$ cat src/rtl/core/fault_log_ring_dedup_defines.svh
// ----------------------------------------------------------------------------
// Fault log assertion macros
// Shared concurrent assertion shorthands for the fault log design.
// ----------------------------------------------------------------------------
`ifndef FAULT_LOG_RING_DEDUP_DEFINES_SVH
`define FAULT_LOG_RING_DEDUP_DEFINES_SVH

// Same-cycle implication, disabled during reset
`define FLRD_ASSERT_NOW(label, clk, rst, ante, cons, msg) \
   label: assert property (@(posedge clk) disable iff (rst) (ante) |-> (cons)) \
      else $error(msg);

// Next-cycle implication, disabled during reset
`define FLRD_ASSERT_NEXT(label, clk, rst, ante, cons, msg) \
   label: assert property (@(posedge clk) disable iff (rst) (ante) |=> (cons)) \
      else $error(msg);

`endif

$ cat src/rtl/core/flrd_pkg.sv
// ----------------------------------------------------------------------------
// Fault log package
// Types, constants and helpers shared by the fault log design.
// ----------------------------------------------------------------------------
package flrd_pkg;

   localparam int DEPTH_DEFAULT = 16;
   localparam int HELD_W        = 5;

   // request command codes
   localparam logic [1:0] CMD_RECORD   = 2'd0;
   localparam logic [1:0] CMD_SET_TIME = 2'd1;
   localparam logic [1:0] CMD_SNAPSHOT = 2'd2;

   localparam logic [31:0] U32_MAX = 32'hFFFF_FFFF;

   // one stored record
   typedef struct packed {
      logic [31:0] sequence_no;
      logic [15:0] domain;
      logic [15:0] stage;
      logic [31:0] code;
      logic [31:0] ctx;
      logic [31:0] count;
      logic [31:0] time_ms;
   } rec_type;

   typedef enum logic [2:0] {
      ST_IDLE,
      ST_REC_RD,
      ST_REC_UPD,
      ST_SNAP_RD,
      ST_SNAP_LD,
      ST_SNAP_OUT
   } state_type;

   // shared incrementer modes
   typedef enum logic {
      INC_SKIP_ZERO,
      INC_SATURATE
   } inc_mode_type;

endpackage

$ cat src/rtl/core/flrd_ram.sv
// ----------------------------------------------------------------------------
// Generic RAM
// One write port, one read port with registered read data.
// ----------------------------------------------------------------------------
module flrd_ram #(
   parameter int WIDTH = 8,
   parameter int DEPTH = 16
) (
   input  logic                     clock,
   input  logic                     wr_en,
   input  logic [$clog2(DEPTH)-1:0] wr_addr,
   input  logic [WIDTH-1:0]         wr_data,
   input  logic                     rd_en,
   input  logic [$clog2(DEPTH)-1:0] rd_addr,
   output logic [WIDTH-1:0]         rd_data
);

   logic [WIDTH-1:0] mem_ff [DEPTH];
   logic [WIDTH-1:0] rd_data_ff;

   always_ff @(posedge clock) begin
      if (wr_en) begin
         mem_ff[wr_addr] <= wr_data;
      end
      if (rd_en) begin
         rd_data_ff <= mem_ff[rd_addr];
      end
   end

   assign rd_data = rd_data_ff;

endmodule

$ cat src/rtl/core/fault_log_ring_dedup.sv
// ----------------------------------------------------------------------------
// Fault log ring with duplicate merging
// Ring of DEPTH fault records; repeats of the newest record are merged.
// ----------------------------------------------------------------------------
// Usage:
//   Requests arrive on the req_ valid/ready channel; req_cmd selects record,
//   set board time or snapshot. Snapshot results leave on the rsp_ channel.
//   A record request passes through accept, read of the newest record from
//   the record RAM, then compare and write back; set time produces nothing;
//   unused command codes are dropped. A snapshot streams the held records
//   oldest first. Each result passes through one RAM read, one load of the
//   output register and the handshake, which waits while rsp_ready stays
//   low. An empty log gives a single result with rsp_entry_valid low,
//   presented in the cycle right after acceptance. req_ready is high only
//   while no request is in progress, so a stalled receiver holds off new
//   requests. The serial, count and eviction updates share one 32-bit
//   incrementer, used at most once per sequencer step. Reset clears the
//   counters, fill level and write slot; the record RAM is not cleared,
//   since the contents of unwritten entries are never used.
// ----------------------------------------------------------------------------
`include "fault_log_ring_dedup_defines.svh"

module fault_log_ring_dedup
   import flrd_pkg::*;
#(
   parameter int DEPTH = DEPTH_DEFAULT
) (
   input  logic              clock,
   input  logic              reset,
   input  logic              req_valid,
   output logic              req_ready,
   input  logic [1:0]        req_cmd,
   input  logic [15:0]       req_fault_domain,
   input  logic [15:0]       req_fault_stage,
   input  logic [31:0]       req_fault_code,
   input  logic [31:0]       req_fault_context,
   input  logic [31:0]       req_time_ms,
   output logic              rsp_valid,
   input  logic              rsp_ready,
   output logic              rsp_entry_valid,
   output logic [31:0]       rsp_entry_sequence,
   output logic [15:0]       rsp_entry_domain,
   output logic [15:0]       rsp_entry_stage,
   output logic [31:0]       rsp_entry_code,
   output logic [31:0]       rsp_entry_context,
   output logic [31:0]       rsp_entry_count,
   output logic [31:0]       rsp_entry_time,
   output logic [31:0]       rsp_log_serial,
   output logic [31:0]       rsp_evicted_total,
   output logic [HELD_W-1:0] rsp_held_count,
   output logic              rsp_last
);

   localparam int AW = $clog2(DEPTH);
   localparam int FW = $clog2(DEPTH + 1);
   localparam logic [AW-1:0] LAST_SLOT = AW'(DEPTH - 1);
   localparam logic [FW-1:0] FULL_LVL  = FW'(DEPTH);

   state_type state_ff, state_in;

   logic [31:0]   serial_ff, serial_in;
   logic [31:0]   evict_ff, evict_in;
   logic [FW-1:0] fill_ff, fill_in;
   logic [AW-1:0] wslot_ff, wslot_in;
   logic [31:0]   btime_ff, btime_in;

   // captured record request
   logic [15:0] dom_ff, stg_ff;
   logic [31:0] code_ff, ctx_ff;

   // snapshot walk
   logic [AW-1:0] rptr_ff, rptr_in;
   logic [FW-1:0] rem_ff, rem_in;

   // output register
   logic    rsp_valid_ff, rsp_valid_in;
   rec_type rsp_rec_ff, rsp_rec_in;
   logic    rsp_ev_ff, rsp_ev_in;
   logic    rsp_last_ff, rsp_last_in;

   // RAM port
   logic          ram_we, ram_re;
   logic [AW-1:0] ram_waddr, ram_raddr;
   rec_type       ram_wdata, ram_rdata;

   // shared incrementer
   logic [31:0]  inc_op, inc_sum, inc_res;
   inc_mode_type inc_mode;

   logic          req_fire, rsp_fire, full, match;
   logic [AW-1:0] newest, wslot_next, rptr_next;

   assign req_ready = (state_ff == ST_IDLE);
   assign req_fire  = req_valid && req_ready;
   assign rsp_fire  = rsp_valid_ff && rsp_ready;
   assign full      = (fill_ff == FULL_LVL);

   assign newest     = (wslot_ff == '0) ? LAST_SLOT : wslot_ff - AW'(1);
   assign wslot_next = (wslot_ff == LAST_SLOT) ? '0 : wslot_ff + AW'(1);
   assign rptr_next  = (rptr_ff == LAST_SLOT) ? '0 : rptr_ff + AW'(1);

   // newest record repeats the captured fault
   assign match = (fill_ff != '0) && (ram_rdata.domain == dom_ff) &&
                  (ram_rdata.stage == stg_ff) && (ram_rdata.code == code_ff) &&
                  (ram_rdata.ctx == ctx_ff);

   // shared incrementer: serial skips zero, counters saturate
   assign inc_sum = inc_op + 32'd1;
   always_comb begin
      inc_res = inc_sum;
      if (inc_mode == INC_SATURATE && inc_op == U32_MAX) begin
         inc_res = inc_op;
      end else if (inc_mode == INC_SKIP_ZERO && inc_sum == '0) begin
         inc_res = 32'd1;
      end
   end

   flrd_ram #(
      .WIDTH ($bits(rec_type)),
      .DEPTH (DEPTH)
   ) u_ram (
      .clock   (clock),
      .wr_en   (ram_we),
      .wr_addr (ram_waddr),
      .wr_data (ram_wdata),
      .rd_en   (ram_re),
      .rd_addr (ram_raddr),
      .rd_data (ram_rdata)
   );

   // next state
   always_comb begin
      state_in = state_ff;
      unique case (state_ff)
         ST_IDLE: begin
            if (req_fire) begin
               case (req_cmd)
                  CMD_RECORD:   state_in = ST_REC_RD;
                  CMD_SNAPSHOT: state_in = (fill_ff == '0) ? ST_SNAP_OUT : ST_SNAP_RD;
                  default:      state_in = ST_IDLE;
               endcase
            end
         end
         ST_REC_RD:  state_in = ST_REC_UPD;
         ST_REC_UPD: state_in = ST_IDLE;
         ST_SNAP_RD: state_in = ST_SNAP_LD;
         ST_SNAP_LD: state_in = ST_SNAP_OUT;
         ST_SNAP_OUT: begin
            if (rsp_fire) begin
               state_in = rsp_last_ff ? ST_IDLE : ST_SNAP_RD;
            end
         end
         default: state_in = ST_IDLE;
      endcase
   end

   // datapath and RAM control
   always_comb begin
      serial_in    = serial_ff;
      evict_in     = evict_ff;
      fill_in      = fill_ff;
      wslot_in     = wslot_ff;
      btime_in     = btime_ff;
      rptr_in      = rptr_ff;
      rem_in       = rem_ff;
      rsp_valid_in = rsp_valid_ff;
      rsp_rec_in   = rsp_rec_ff;
      rsp_ev_in    = rsp_ev_ff;
      rsp_last_in  = rsp_last_ff;
      ram_we       = 1'b0;
      ram_waddr    = wslot_ff;
      ram_wdata    = ram_rdata;
      ram_re       = 1'b0;
      ram_raddr    = newest;
      inc_op       = serial_ff;
      inc_mode     = INC_SKIP_ZERO;
      unique case (state_ff)
         ST_IDLE: begin
            if (req_fire) begin
               if (req_cmd == CMD_SET_TIME) begin
                  btime_in = req_time_ms;
               end
               // oldest record sits at the write slot once the ring is full
               rptr_in = full ? wslot_ff : '0;
               rem_in  = fill_ff;
               if (req_cmd == CMD_SNAPSHOT && fill_ff == '0) begin
                  rsp_valid_in = 1'b1;
                  rsp_rec_in   = '0;
                  rsp_ev_in    = 1'b0;
                  rsp_last_in  = 1'b1;
               end
            end
         end
         ST_REC_RD: begin
            // fetch newest record, advance the serial
            ram_re    = 1'b1;
            ram_raddr = newest;
            serial_in = inc_res;
         end
         ST_REC_UPD: begin
            inc_mode = INC_SATURATE;
            if (match) begin
               inc_op                = ram_rdata.count;
               ram_we                = 1'b1;
               ram_waddr             = newest;
               ram_wdata             = ram_rdata;
               ram_wdata.count       = inc_res;
               ram_wdata.sequence_no = serial_ff;
               ram_wdata.time_ms     = btime_ff;
            end else begin
               inc_op                = evict_ff;
               ram_we                = 1'b1;
               ram_waddr             = wslot_ff;
               ram_wdata.sequence_no = serial_ff;
               ram_wdata.domain      = dom_ff;
               ram_wdata.stage       = stg_ff;
               ram_wdata.code        = code_ff;
               ram_wdata.ctx         = ctx_ff;
               ram_wdata.count       = 32'd1;
               ram_wdata.time_ms     = btime_ff;
               wslot_in              = wslot_next;
               if (full) begin
                  evict_in = inc_res;
               end else begin
                  fill_in = fill_ff + FW'(1);
               end
            end
         end
         ST_SNAP_RD: begin
            ram_re    = 1'b1;
            ram_raddr = rptr_ff;
         end
         ST_SNAP_LD: begin
            rsp_valid_in = 1'b1;
            rsp_rec_in   = ram_rdata;
            rsp_ev_in    = 1'b1;
            rsp_last_in  = (rem_ff == FW'(1));
         end
         ST_SNAP_OUT: begin
            if (rsp_fire) begin
               rsp_valid_in = 1'b0;
               rptr_in      = rptr_next;
               rem_in       = rem_ff - FW'(1);
            end
         end
         default: begin
            rsp_valid_in = 1'b0;
         end
      endcase
   end

   // control registers
   always_ff @(posedge clock) begin
      if (reset) begin
         state_ff     <= ST_IDLE;
         serial_ff    <= '0;
         evict_ff     <= '0;
         fill_ff      <= '0;
         wslot_ff     <= '0;
         btime_ff     <= '0;
         rsp_valid_ff <= 1'b0;
      end else begin
         state_ff     <= state_in;
         serial_ff    <= serial_in;
         evict_ff     <= evict_in;
         fill_ff      <= fill_in;
         wslot_ff     <= wslot_in;
         btime_ff     <= btime_in;
         rsp_valid_ff <= rsp_valid_in;
      end
   end

   // payload registers
   always_ff @(posedge clock) begin
      if (req_fire) begin
         dom_ff  <= req_fault_domain;
         stg_ff  <= req_fault_stage;
         code_ff <= req_fault_code;
         ctx_ff  <= req_fault_context;
      end
      rptr_ff     <= rptr_in;
      rem_ff      <= rem_in;
      rsp_rec_ff  <= rsp_rec_in;
      rsp_ev_ff   <= rsp_ev_in;
      rsp_last_ff <= rsp_last_in;
   end

   assign rsp_valid          = rsp_valid_ff;
   assign rsp_entry_valid    = rsp_ev_ff;
   assign rsp_entry_sequence = rsp_rec_ff.sequence_no;
   assign rsp_entry_domain   = rsp_rec_ff.domain;
   assign rsp_entry_stage    = rsp_rec_ff.stage;
   assign rsp_entry_code     = rsp_rec_ff.code;
   assign rsp_entry_context  = rsp_rec_ff.ctx;
   assign rsp_entry_count    = rsp_rec_ff.count;
   assign rsp_entry_time     = rsp_rec_ff.time_ms;
   assign rsp_log_serial     = serial_ff;
   assign rsp_evicted_total  = evict_ff;
   assign rsp_held_count     = HELD_W'(fill_ff);
   assign rsp_last           = rsp_last_ff;

   // checks
   `FLRD_ASSERT_NOW(a_busy_while_rsp, clock, reset, rsp_valid_ff, !req_ready, "ready during response")
   `FLRD_ASSERT_NOW(a_fill_bound, clock, reset, 1'b1, fill_ff <= FULL_LVL, "fill level overflow")
   `FLRD_ASSERT_NEXT(a_idle_after_last, clock, reset, rsp_fire && rsp_last_ff, req_ready, "not idle after last")
   `FLRD_ASSERT_NEXT(a_empty_snap, clock, reset, req_fire && req_cmd == CMD_SNAPSHOT && fill_ff == '0, rsp_valid_ff && !rsp_ev_ff && rsp_last_ff, "bad empty snapshot")

endmodule

$ cat config.mk
export PLATFORM = sky130hd
export DESIGN_NAME = fault_log_ring_dedup
export DESIGN_NICKNAME = d
export VERILOG_FILES = /design/src/rtl/core/flrd_pkg.sv /design/src/rtl/core/flrd_ram.sv /design/src/rtl/core/fault_log_ring_dedup.sv
export VERILOG_INCLUDE_DIRS = /design/src /design/src/rtl/core
export SDC_FILE = /design/constraint.sdc
export NUM_CORES = 2
export LEC_CHECK = 0
export BUFFER_PORTS_ARGS = -buffer_cell sky130_fd_sc_hd__buf_2
export CAP_MARGIN = 15
export CORE_MARGIN = 2
export CORE_UTILIZATION = 45
export CTS_CLUSTER_SIZE = 30
export DETAILED_ROUTE_END_ITERATION = 7
export GPL_TIMING_DRIVEN = 1
export HOLD_SLACK_MARGIN = 0.06
export REMOVE_ABC_BUFFERS = 1
export SYNTH_ARGS = -nofsm -noshare
export SYNTH_HDL_FRONTEND = slang
export SYNTH_SLANG_ARGS = --single-unit
$ cat constraint.sdc
create_clock -name clock -period 19.9 [get_ports clock]
set_input_delay 2.985 -clock clock [delete_from_list [all_inputs] [get_ports clock]]
set_output_delay 2.985 -clock clock [all_outputs]
set_load 0.05 [all_outputs]
==> impl_results.md <==
- P_leak: 53.00 nW
- Drt drc: 0
- Combinational power share: 0.046
- Post-synth top area share: 0.7525
- Slew headroom: 0.1621
- Min Tclk post-route: 6.797 ns
- CTS resizes: 0
- Setup ws final: between 10 and 15 ns
- Initial Utilization: 0.4518
- Cts bufs inserted: 381
- Clk pin slew, worst setup/hold paths: 0.06 ns
- Fraction of layout cells with a size suffix above 1: 0.2323
- Status: finished, final reports clean
- Ys async rst share: 0
- Post-synthesis instance total: 7,498
- Setup Buffers After CTS: 0
- Max_cap viols: 0
- EDFF count, synth: 3,563
- DR top layer: met5
- Met3 WL: 30.01 mm
- Cell taking the most area after synthesis: edfxtp_1
- Largest Register: u_ram.mem_ff
- Setup violations, final: 0
- Grt ovf: 0
- Setup crit end kind: flip-flop
- Drt initial violations: around 9,100
- Final period util: 0.3415
- Row Count: slightly above 200
- Sequential area share after synthesis: 0.7679
- Hold-fix buffers at CTS: 0
- Hold WS: approximately 0.46 ns
- Vias in the first global route: 75,220
- Dpl hpwl: 198.0 mm
- Worst Path Required: about 20 ns
- Startpoint Class: flip-flop
- Pwr/cell area: 102.2 nW/um^2
- Vert. Die Dim: 566.1 um
- Worst skew pair latency: 0.95 ns
- Antenna violations before repair: 21
- Sw Ratio: 0.2188
- Non-filler cells, final: 12,508
- Final WL: 379.7 mm
- Final slew viol count: 0
- Primary FF master, synth: edfxtp_1
- # placed instances: 11,797
- Met2 WL: ~180 mm
- Largest net degree at the start of global routing: between 100 and 150
- CTS H-Tree Depth: 5
- Fmax: about 0.15 GHz
- Number of synthesized register bits: 3,672
- CTS tree: done
- Arr. time, crit path: 7.35 ns
- Setup TNS: 0 ns
- Core area: 314,700 sq um
- Clock buffer depth: 4
- Root Driver: clkbuf_16
- I/O pins: 399
- DR vias/cell: 5.940
- Slew @ Worst Pin: 1.257 ns
- Cell-internal power: 12.93 mW
- Synth top area cells: edfxtp_1 (75%), mux4_2 (12%), nand2_1 (2.8%)
- Top post-synthesis cells by count: edfxtp_1 (3,563), nand2_1 (1,055), mux4_2 (768), and2_1 (392), clkbuf_1 (332)
- Die ar.: 320,500 sq um
- Max reg flops: roughly 3,000
- Final ANT Viol Nets: 0
- Hold Path Class: reg -> reg
- Peak supply drop: 0.00007359 V
- Final hold violation count: 0
- Synth unique cells: between 60 and 70
- Mapped Avg Cell Area: 18.96 sq um
- Clock network fraction of total power: 0.428
- PortBufs: just under 400
- RePlAce Congestion: a little under 0.9
- Cell with the most instances after synthesis: edfxtp_1
- Synthesis-to-finish area growth: 13.88%
- Post-layout power: 16.55 mW
- Routed WL per cell: 30.36 um
- Sw Pwr: 3.619 mW
- M1 WL: 158.2 mm
- Nets: ~8,200
- Post-Synthesis Cell Area: 142,200 sq um
- Synth Warn #: 0
- Sequential cell fraction of total power: 0.526
- RSZ-0062 raised after global routing: false
- Place WS: 12.94 ns
- First-pass GRT wire length: between 500 and 600 mm
- DRT Pass-1 Iters: 8
- Layout Skew: 0.06138 ns
- Worst setup path class: reg -> reg
- Vias: 74,299
- CTS Sinks: 3,672
- Die Span X: roughly 570 um
- CP max FO: 16
- GRT Util Overall: 0.2334
-- path summary, 6_finish.rpt --
kind              depth (start not counted)                   to         startpoint  slack [ns]
setup reg to reg                         19  u_ram.mem_ff[8][33]  u_ram.rd_data[69]       13.10
setup / recovery                         19  u_ram.mem_ff[8][33]  u_ram.rd_data[69]       13.10
hold / removal                            2          btime_ff[4]        btime_ff[4]        0.46
hold reg to reg                           2          btime_ff[4]        btime_ff[4]        0.46
-- cell type report --
| class | count | area [sq um] |
|---|---|---|
| diodes | 9 | 22.52 |
| clock buffers | 470 | 10120 |
| clock inverters | 231 | 2256 |
| fillers | 25037 | 152800 |
| inverters | 13 | 51.30 |
| multi-input cells | 3385 | 31600 |
| flip-flops and latches | 3672 | 109200 |
| well taps | 4160 | 5205 |
| repair buffers | 568 | 3486 |
-- stage by stage --
stage / instance area, sq um / utilization
after global routing: 161900 / 0.5144
after floorplan: 140600 / -
after global placement: 149500 / 0.4750
after CTS: 161900 / 0.5144
final: 161900 / 0.5145
after detailed placement: 149500 / 0.4751
-- power by group through the flow --
stage          logic (mW)  clock network [mW]  registers, mW
2_1_floorplan       0.797                   0           8.99
3_3_place_gp        0.760                   0           8.85
3_5_place_dp        0.776                   0           8.86
4_1_cts             0.777                7.20           8.69
5_1_grt             0.824                7.48           8.70
6_report            0.769                7.08           8.69
-- critical path, cell delays in order, from the launching register on --
cell       delay (ns)
edfxtp_1         0.42
xnor2_1          0.51
nand4_1          0.15
or3_1            0.71
or3_1            0.48
buf_4            0.21
o21ai_0          0.16
o311a_1          0.30
ha_1             0.29
nand2_1          0.09
a31oi_1          0.21
o21ai_0          0.29
nor2_1           0.46
and4_1           0.37
nand3_1          0.12
xnor2_1          0.19
or4b_1           0.56
a2111oi_2        0.36
nand3b_1         0.22
o21ai_1          0.29
-- layer usage --
metal	vias to the layer above	global-route usage
met5	-	0
met4	4	0.07009
met3	560	0.03836
met2	3269	0.3709
met1	39519	0.3334
li1	30947	-
-- placed cells by master (no fill, tap or decap), drive strengths merged, types with 4 or more instances in the layout --
cell and instances:
mux4 768, and2 394, xor2 17, nand3b 4, bufinv 36, and3 16, mux2i 19, edfxtp 3563
or4 7, nand3 25, nor2 172, ha 10, diode 9, clkbuf 471, o211ai 4, inv 29
clkinvlp 12, nor4 17, a21oi 67, clkinv 167, a311oi 5, a31oi 218, o21ai 65, buf 567
or3 6, nand2 1055, o31ai 8, nand4 49, nand2b 8, nor3b 7, dfxtp 109, xnor2 119
a211oi 249, nor3 31
-- logic make-up (layout without fill, tap and decap cells) --
logic type	count (synthesis)	in the layout	share of synthesized area
buffers and inverters	441	1282	0.01168
other	0	9	0
DFF	3672	3672	0.7679
muxes	790	790	0.1232
and+or+nand+nor	1805	1805	0.05772
adders and majority gates	10	10	0.0008800
xor gates and xnor gates	136	136	0.008378
AOI/OAI and AO/OA	644	644	0.03023
Power figures use the tool's default switching activity.
